File: src/design/tmn_pkg.sv
`timescale 1ns / 1ps

package tmn_pkg;

   localparam int MAX_MOTORS  = 6;
   localparam int MOTOR_W     = $clog2(MAX_MOTORS + 1);
   localparam int CSR_IDX_W   = 3;
   localparam int WORD_W      = 56;
   localparam int POWER_W     = 34;
   localparam int QUO_W       = 15;
   localparam int DIV_STEPS   = 15;
   localparam int STEP_W      = 4;

   localparam logic [CSR_IDX_W-1:0] CSR_MOTOR_COUNT = 3'd0;
   localparam logic [CSR_IDX_W-1:0] CSR_MOTOR_WORD0 = 3'd1;

   localparam logic [1:0] AXIS_FWD  = 2'd0;
   localparam logic [1:0] AXIS_SIDE = 2'd1;
   localparam logic [1:0] AXIS_TURN = 2'd2;

   localparam logic [POWER_W-1:0] ONE_Q27 = 34'd1 << 27;

   typedef struct packed {
      logic [1:0]         axis;
      logic signed [15:0] velocity;
   } req_type;

   typedef struct packed {
      logic [7:0]         channel;
      logic signed [15:0] duty;
      logic               last;
   } rsp_type;

endpackage

File: src/design/thruster_mix_normalizer.sv
`timescale 1ns / 1ps

// Thruster mixer: each request transaction with axis 0 to 2 sets one of three velocity targets
// (forward, sideways, turn, Q1.14), then every configured motor gets the sum
// of target times coefficient (Q2.13) and, when the largest magnitude exceeds
// 1.0, all levels are scaled by it. One response transaction per motor
// follows in motor order, with last on the final one. A single 16x16
// multiplier serves every motor in turn; each duty then comes straight from
// the level without scaling or through the shared restoring divider when
// scaling; each response waits out rsp_stall. req_stall is high for the
// whole item. Registers are written through the csr_ port, which is always
// ready; index 0 is the motor count, 1 to 6 the motor words, others are
// ignored.
module thruster_mix_normalizer
   import tmn_pkg::*;
(
   input  logic                 clock,
   input  logic                 reset,
   input  logic                 req_valid,
   output logic                 req_stall,
   input  req_type              req_data,
   output logic                 rsp_valid,
   input  logic                 rsp_stall,
   output rsp_type              rsp_data,
   input  logic                 csr_valid,
   output logic                 csr_ready,
   input  logic [CSR_IDX_W-1:0] csr_index,
   input  logic [WORD_W-1:0]    csr_wdata
);

   localparam logic [1:0] ST_IDLE = 2'd0;
   localparam logic [1:0] ST_MIX  = 2'd1;
   localparam logic [1:0] ST_DIV  = 2'd2;
   localparam logic [1:0] ST_SEND = 2'd3;

   logic [1:0]                state_ff, state_in;
   logic [MOTOR_W-1:0]        motor_ff, motor_in;
   logic [STEP_W-1:0]         step_ff, step_in;
   logic [2:0]                count_ff;
   logic [WORD_W-1:0]         word_ff [MAX_MOTORS];
   logic signed [15:0]        fwd_ff, side_ff, turn_ff;
   logic signed [31:0]        prod_ff, prod_in;
   logic signed [POWER_W-1:0] acc_ff, acc_in;
   logic signed [POWER_W-1:0] power_ff [MAX_MOTORS];
   logic [POWER_W-1:0]        peak_ff, peak_in;
   logic [POWER_W:0]          rem_ff, rem_in;
   logic [QUO_W-1:0]          quo_ff, quo_in;
   logic                      neg_ff, neg_in;
   rsp_type                   rsp_ff, rsp_in;
   logic                      rsp_valid_ff, rsp_valid_in;

   logic [MOTOR_W-1:0]        count_eff;
   logic [MOTOR_W-1:0]        last_motor;
   logic                      req_accept;
   logic [WORD_W-1:0]         word_sel;
   logic signed [15:0]        mul_a, mul_b;
   logic signed [POWER_W-1:0] power_sum;
   logic [POWER_W-1:0]        power_mag;
   logic signed [POWER_W-1:0] power_sel;
   logic [POWER_W-1:0]        sel_mag;
   logic [POWER_W:0]          trial;
   logic                      trial_ge;
   logic                      scale;
   logic                      rsp_load;
   logic [QUO_W-1:0]          quo_final;
   logic [CSR_IDX_W-1:0]      word_idx;

   assign csr_ready  = 1'b1;
   assign req_stall  = (state_ff != ST_IDLE);
   assign req_accept = req_valid && !req_stall;
   assign rsp_valid  = rsp_valid_ff;
   assign rsp_data   = rsp_ff;

   assign count_eff  = (count_ff > MAX_MOTORS[2:0]) ? MOTOR_W'(MAX_MOTORS)
                                                     : MOTOR_W'(count_ff);
   assign last_motor = count_eff - MOTOR_W'(1);
   assign word_sel   = word_ff[motor_ff];
   assign word_idx   = csr_index - CSR_MOTOR_WORD0;

   always_comb begin
      unique case (step_ff[1:0])
         2'd0: begin
            mul_a = fwd_ff;
            mul_b = word_sel[15:0];
         end
         2'd1: begin
            mul_a = side_ff;
            mul_b = word_sel[31:16];
         end
         default: begin
            mul_a = turn_ff;
            mul_b = word_sel[47:32];
         end
      endcase
   end

   assign prod_in   = mul_a * mul_b;
   assign power_sum = acc_ff + POWER_W'(prod_ff);
   assign power_mag = power_sum[POWER_W-1] ? POWER_W'(-power_sum) : POWER_W'(power_sum);
   assign power_sel = power_ff[motor_ff];
   assign sel_mag   = power_sel[POWER_W-1] ? POWER_W'(-power_sel) : POWER_W'(power_sel);
   assign scale     = (peak_ff > ONE_Q27);
   assign trial     = (step_ff == STEP_W'(1)) ? rem_ff : {rem_ff[POWER_W-1:0], 1'b0};
   assign trial_ge  = (trial >= {1'b0, peak_ff});

   always_comb begin
      state_in     = state_ff;
      motor_in     = motor_ff;
      step_in      = step_ff;
      acc_in       = acc_ff;
      peak_in      = peak_ff;
      rem_in       = rem_ff;
      quo_in       = quo_ff;
      neg_in       = neg_ff;
      rsp_valid_in = rsp_valid_ff;
      rsp_load     = 1'b0;
      quo_final    = quo_ff;

      unique case (state_ff)
         ST_IDLE: begin
            if (req_accept) begin
               peak_in  = '0;
               motor_in = '0;
               step_in  = '0;
               if (count_eff != '0) begin
                  state_in = ST_MIX;
               end
            end
         end
         ST_MIX: begin
            step_in = step_ff + STEP_W'(1);
            if (step_ff == STEP_W'(1)) begin
               acc_in = POWER_W'(prod_ff);
            end else if (step_ff == STEP_W'(2)) begin
               acc_in = power_sum;
            end else if (step_ff == STEP_W'(3)) begin
               if (power_mag > peak_ff) begin
                  peak_in = power_mag;
               end
               step_in = '0;
               if (motor_ff == last_motor) begin
                  motor_in = '0;
                  state_in = ST_DIV;
               end else begin
                  motor_in = motor_ff + MOTOR_W'(1);
               end
            end
         end
         ST_DIV: begin
            step_in = step_ff + STEP_W'(1);
            if (step_ff == '0) begin
               neg_in = power_sel[POWER_W-1];
               rem_in = {1'b0, sel_mag};
               quo_in = '0;
               if (!scale) begin
                  quo_final = sel_mag[27:13];
                  rsp_load  = 1'b1;
               end
            end else begin
               rem_in = trial_ge ? (trial - {1'b0, peak_ff}) : trial;
               quo_in = {quo_ff[QUO_W-2:0], trial_ge};
               if (step_ff == STEP_W'(DIV_STEPS)) begin
                  quo_final = quo_in;
                  rsp_load  = 1'b1;
               end
            end
            if (rsp_load) begin
               state_in     = ST_SEND;
               rsp_valid_in = 1'b1;
               step_in      = '0;
            end
         end
         default: begin
            if (!rsp_stall) begin
               rsp_valid_in = 1'b0;
               if (motor_ff == last_motor) begin
                  state_in = ST_IDLE;
               end else begin
                  motor_in = motor_ff + MOTOR_W'(1);
                  state_in = ST_DIV;
               end
            end
         end
      endcase

      rsp_in.channel = word_sel[55:48];
      rsp_in.last    = (motor_ff == last_motor);
      rsp_in.duty    = (state_ff == ST_DIV && step_ff == '0) ?
                          (power_sel[POWER_W-1] ? -$signed({1'b0, quo_final})
                                                :  $signed({1'b0, quo_final})) :
                          (neg_ff ? -$signed({1'b0, quo_final})
                                  :  $signed({1'b0, quo_final}));
   end

   always_ff @(posedge clock) begin
      if (reset) begin
         state_ff     <= ST_IDLE;
         motor_ff     <= '0;
         step_ff      <= '0;
         rsp_valid_ff <= 1'b0;
         count_ff     <= '0;
         fwd_ff       <= '0;
         side_ff      <= '0;
         turn_ff      <= '0;
         peak_ff      <= '0;
         for (int i = 0; i < MAX_MOTORS; i++) begin
            word_ff[i] <= '0;
         end
      end else begin
         state_ff     <= state_in;
         motor_ff     <= motor_in;
         step_ff      <= step_in;
         rsp_valid_ff <= rsp_valid_in;
         peak_ff      <= peak_in;
         if (csr_valid && csr_ready) begin
            if (csr_index == CSR_MOTOR_COUNT) begin
               count_ff <= csr_wdata[2:0];
            end else if (csr_index <= CSR_IDX_W'(MAX_MOTORS)) begin
               word_ff[word_idx] <= csr_wdata;
            end
         end
         if (req_accept) begin
            unique case (req_data.axis)
               AXIS_FWD:  fwd_ff  <= req_data.velocity;
               AXIS_SIDE: side_ff <= req_data.velocity;
               AXIS_TURN: turn_ff <= req_data.velocity;
               default: ;
            endcase
         end
      end
   end

   always_ff @(posedge clock) begin
      prod_ff <= prod_in;
      acc_ff  <= acc_in;
      rem_ff  <= rem_in;
      quo_ff  <= quo_in;
      neg_ff  <= neg_in;
      if (state_ff == ST_MIX && step_ff == STEP_W'(3)) begin
         power_ff[motor_ff] <= power_sum;
      end
      if (rsp_load) begin
         rsp_ff <= rsp_in;
      end
   end

endmodule

File: config.mk
export PLATFORM = sky130hd
export DESIGN_NAME = thruster_mix_normalizer
export DESIGN_NICKNAME = d
export VERILOG_FILES = /design/src/design/tmn_pkg.sv /design/src/design/thruster_mix_normalizer.sv
export SDC_FILE = /design/constraint.sdc
export NUM_CORES = 2
export LEC_CHECK = 0
export BUFFER_PORTS_ARGS = -buffer_cell sky130_fd_sc_hd__buf_2
export CORE_MARGIN = 5
export CORE_UTILIZATION = 65
export DETAILED_ROUTE_END_ITERATION = 8
export HOLD_SLACK_MARGIN = 0.06
export PLACE_DENSITY_LB_ADDON = 0.15
export SLEW_MARGIN = 0
export SYNTH_ARGS = -nofsm -noshare
export SYNTH_HDL_FRONTEND = slang
export SYNTH_SLANG_ARGS = --single-unit
export TNS_END_PERCENT = 1
File: constraint.sdc
create_clock -name clock -period 19.3 [get_ports clock]
set_clock_uncertainty 0.1 [all_clocks]
set_input_delay 1.93 -clock clock [delete_from_list [all_inputs] [get_ports clock]]
set_output_delay 1.93 -clock clock [all_outputs]
set_load 0.01 [all_outputs]
==> qor.txt <==
Drt total wl = 133000 microns
Hold depth = 2
Worst IR Drop VDD = 98.9 uV
Arrival @ worst endpoint = 10.26 ns
Layout cells sized above 1 = 11.8%
Clock Latency Late Sink = 0.69 ns
Area contributors post-synth = edfxtp_1 (44%), fa_1 (10%), mux4_2 (5.8%)
CP endpoint = prod_ff[31]
Number of antenna repair diodes = 0
Routed Antenna Nets = 0
WS Path Type = flop to flop
Fin. Hold Viols = 0
Register bit total from synthesis = 892
Drt wl/cell = 22.6 microns
Total negative slack = 0 ns
Hold_buf cts = 0
Total track usage = 30.8%
HPWL Detailed = 87800 microns
Hold Path Class = flop to flop
CP peak stage delay = 0.88 ns
CP endpoint kind = flop
Number of port buffers = 108
Ys flop type = edfxtp_1
Cell variety after synth = 83
Num CTS Buffers = 92
CTS tree = yes
Fin nets = 5288
Post-synth ARST share = 0%
DRT Pass-1 Iters = 5
Post-route clock period utilization = 50.8%
Fmax = 102 MHz
Mapped cell area = 52400 sq um
# DRC = 0
Max-Cap Viols = 0
Largest net degree at the start of global routing = 84
Synth Area per Inst = 11.2 sq um
H-tree depth = 3
CTS sink cnt = 892
R2r setup slk = 9.50 ns
Critical R2R Capture = prod_ff[31]
Post-synth EDFFs = 762
Top-count cell post-synth = edfxtp_1
Initial antenna violation count = 0
Cell taking the most area after synthesis = edfxtp_1
Crit path required time = 19.76 ns
Number of global-route vias before repair = 36800
Startpoint Class = flop
Clk slew on worst S/H paths = 0.06 ns
Setup violators final = 0
Slew HR = 16.5%
Area grow syn2layout = 9.42%
RSZ-0062 raised after global routing = no
Critical path peak fanout = 60
Crit-path slowest cell = buf_4
Post-CTS sizing = 0
Most frequent CP cell = fa_1
P per Cell Area = 109 nW/um^2
Row Count = 104
DR vias/cell = 6.21
Vias post-DR = 36500
Leak = 22.5 nW
Die height = 294 microns
Yosys warns = 0
Final Util = 71.4%
Worst Max-Slew Pin Slew = 1.25 ns
Top-area cell type share of the netlist area = 43.7%
Die ar. = 86400 sq um
Max-slew violations = 0
Clock Path Buffers = 3
Die width = 294 microns
Tmin final = 9.80 ns
Register area share after synthesis = 48.6%
R2R cell count = 31
GR Overflow Total = 0
CTS root buffer = clkbuf_16
1st-iter DRT viols = 3522
Post-CTS setup buffer count = 0
Status = complete, no violations
Initial Utilization = 65.3%
Global-route wire length before repair = 208000 microns
I/O Pins = 110
Core Region = 80300 sq um
Syn Inst Count = 4667
Mapped Nets = 5212
Top cells by count, synth = edfxtp_1 (762), nand2_1 (673), nor2_1 (603)
Gp weighted congestion = 0.926
-- cell families (layout without fill, tap and decap cells) --
| family | Yosys count | after routing | share of synthesized area, % |
|---|---|---|---|
| AO/OA/AOI/OAI | 681 | 681 | 8.46 |
| buffers and inverters | 650 | 798 | 4.75 |
| multiplexers | 227 | 227 | 7.67 |
| XOR/XNOR | 164 | 164 | 2.74 |
| AND/OR/NAND/NOR | 1589 | 1589 | 12.9 |
| adder cells (fa/ha/maj) | 463 | 463 | 14.8 |
| other | 1 | 1 | 0.00715 |
| flip-flops | 892 | 892 | 48.6 |
-- worst max-delay path: cells and delay by family (launching register included) --
family / cells / cell delay [ns]
muxes: 2 / 0.54
buffers and inverters: 7 / 2.08
xor gates and xnor gates: 1 / 0.14
AOI/OAI and AO/OA: 9 / 1.97
adders and majority gates: 7 / 3.40
DFF: 1 / 0.73
and+or+nand+nor: 5 / 0.66
-- where the power goes --
part           switching, mW  internal, mW  total (mW)
logic                   1.32         0.800        2.12
clock network          0.759          1.00        1.76
registers             0.0496          2.32        2.37
total                   2.13          4.13        6.26
-- layer usage --
metal / global-route usage (%) / wire length [microns] / vias up
li1: - / - / 16400
met1: 41.5 / 52400 / 18100
met2: 51.6 / 64700 / 1672
met3: 4.58 / 10200 / 303
met4: 11.8 / 5560 / 0
met5: 0 / 0 / -
-- flip-flops by register name (all words and copies together) (netlist names), named ones only --
signal	count
rem_ff	35
prod_ff	32
word_ff	448
step_ff	4
side_ff	16
rsp_data	25
power_ff	204
turn_ff	16
count_ff	3
acc_ff	34
peak_ff	34
motor_ff	3
state_ff	2
rsp_valid	1
neg_ff	1
quo_ff	15
fwd_ff	16
-- cell type report --
| cell class | instances | area [sq um] |
|---|---|---|
| clock buffers | 121 | 2510 |
| fillers | 5542 | 22900 |
| inverters | 443 | 1670 |
| multi-input cells | 3125 | 24700 |
| repair buffers | 189 | 1160 |
| clock inverters | 45 | 523 |
| flip-flops and latches | 892 | 25500 |
| well taps | 1060 | 1330 |
-- how the worst min path moves through the flow --
stage                       end        start
finish               side_ff[2]   side_ff[2]
global route        turn_ff[13]  turn_ff[13]
CTS                   fwd_ff[7]    fwd_ff[7]
detailed placement    fwd_ff[7]    fwd_ff[7]
global placement    side_ff[14]  side_ff[14]
floorplan             fwd_ff[0]    fwd_ff[0]
-- cell usage in the layout (no fill, tap or decap), types with 21 or more instances in the layout --
| cell | synthesis | final |
|---|---|---|
| mux2i_1 | 56 | 56 |
| buf_4 | 2 | 80 |
| dfxtp_1 | 130 | 127 |
| and2_1 | 27 | 27 |
| a22o_1 | 49 | 49 |
| nand4_1 | 29 | 29 |
| a21o_1 | 81 | 80 |
| o21ai_0 | 102 | 101 |
| inv_1 | 441 | 441 |
| nand2_1 | 673 | 666 |
| xor2_1 | 57 | 57 |
| clkbuf_16 | 0 | 93 |
| a21oi_1 | 236 | 236 |
| a31oi_1 | 22 | 22 |
| nor2b_1 | 21 | 21 |
| nand3_1 | 48 | 46 |
| nor3_1 | 53 | 49 |
| fa_1 | 265 | 265 |
| buf_2 | 23 | 108 |
| edfxtp_1 | 762 | 762 |
| o21bai_1 | 21 | 21 |
| nor2_1 | 603 | 595 |
| xnor2_1 | 107 | 107 |
| mux4_2 | 136 | 136 |
| mux2_2 | 28 | 28 |
| nand2b_1 | 30 | 30 |
| ha_1 | 198 | 195 |
-- stage by stage --
step	cells	power [mW]	hold WS [ns]	setup WS, ns	area (sq um)
6_report	5875	6.26	0.353	9.50	57300
5_1_grt	5875	6.59	0.367	8.96	57300
4_1_cts	5875	6.26	0.354	9.52	57300
3_5_place_dp	5709	4.50	0.346	9.57	54300
3_3_place_gp	5709	4.45	0.342	9.78	54300
2_1_floorplan	4667	3.85	0.336	10.10	52400
No activity file was read; power rests on OpenSTA's default activity.
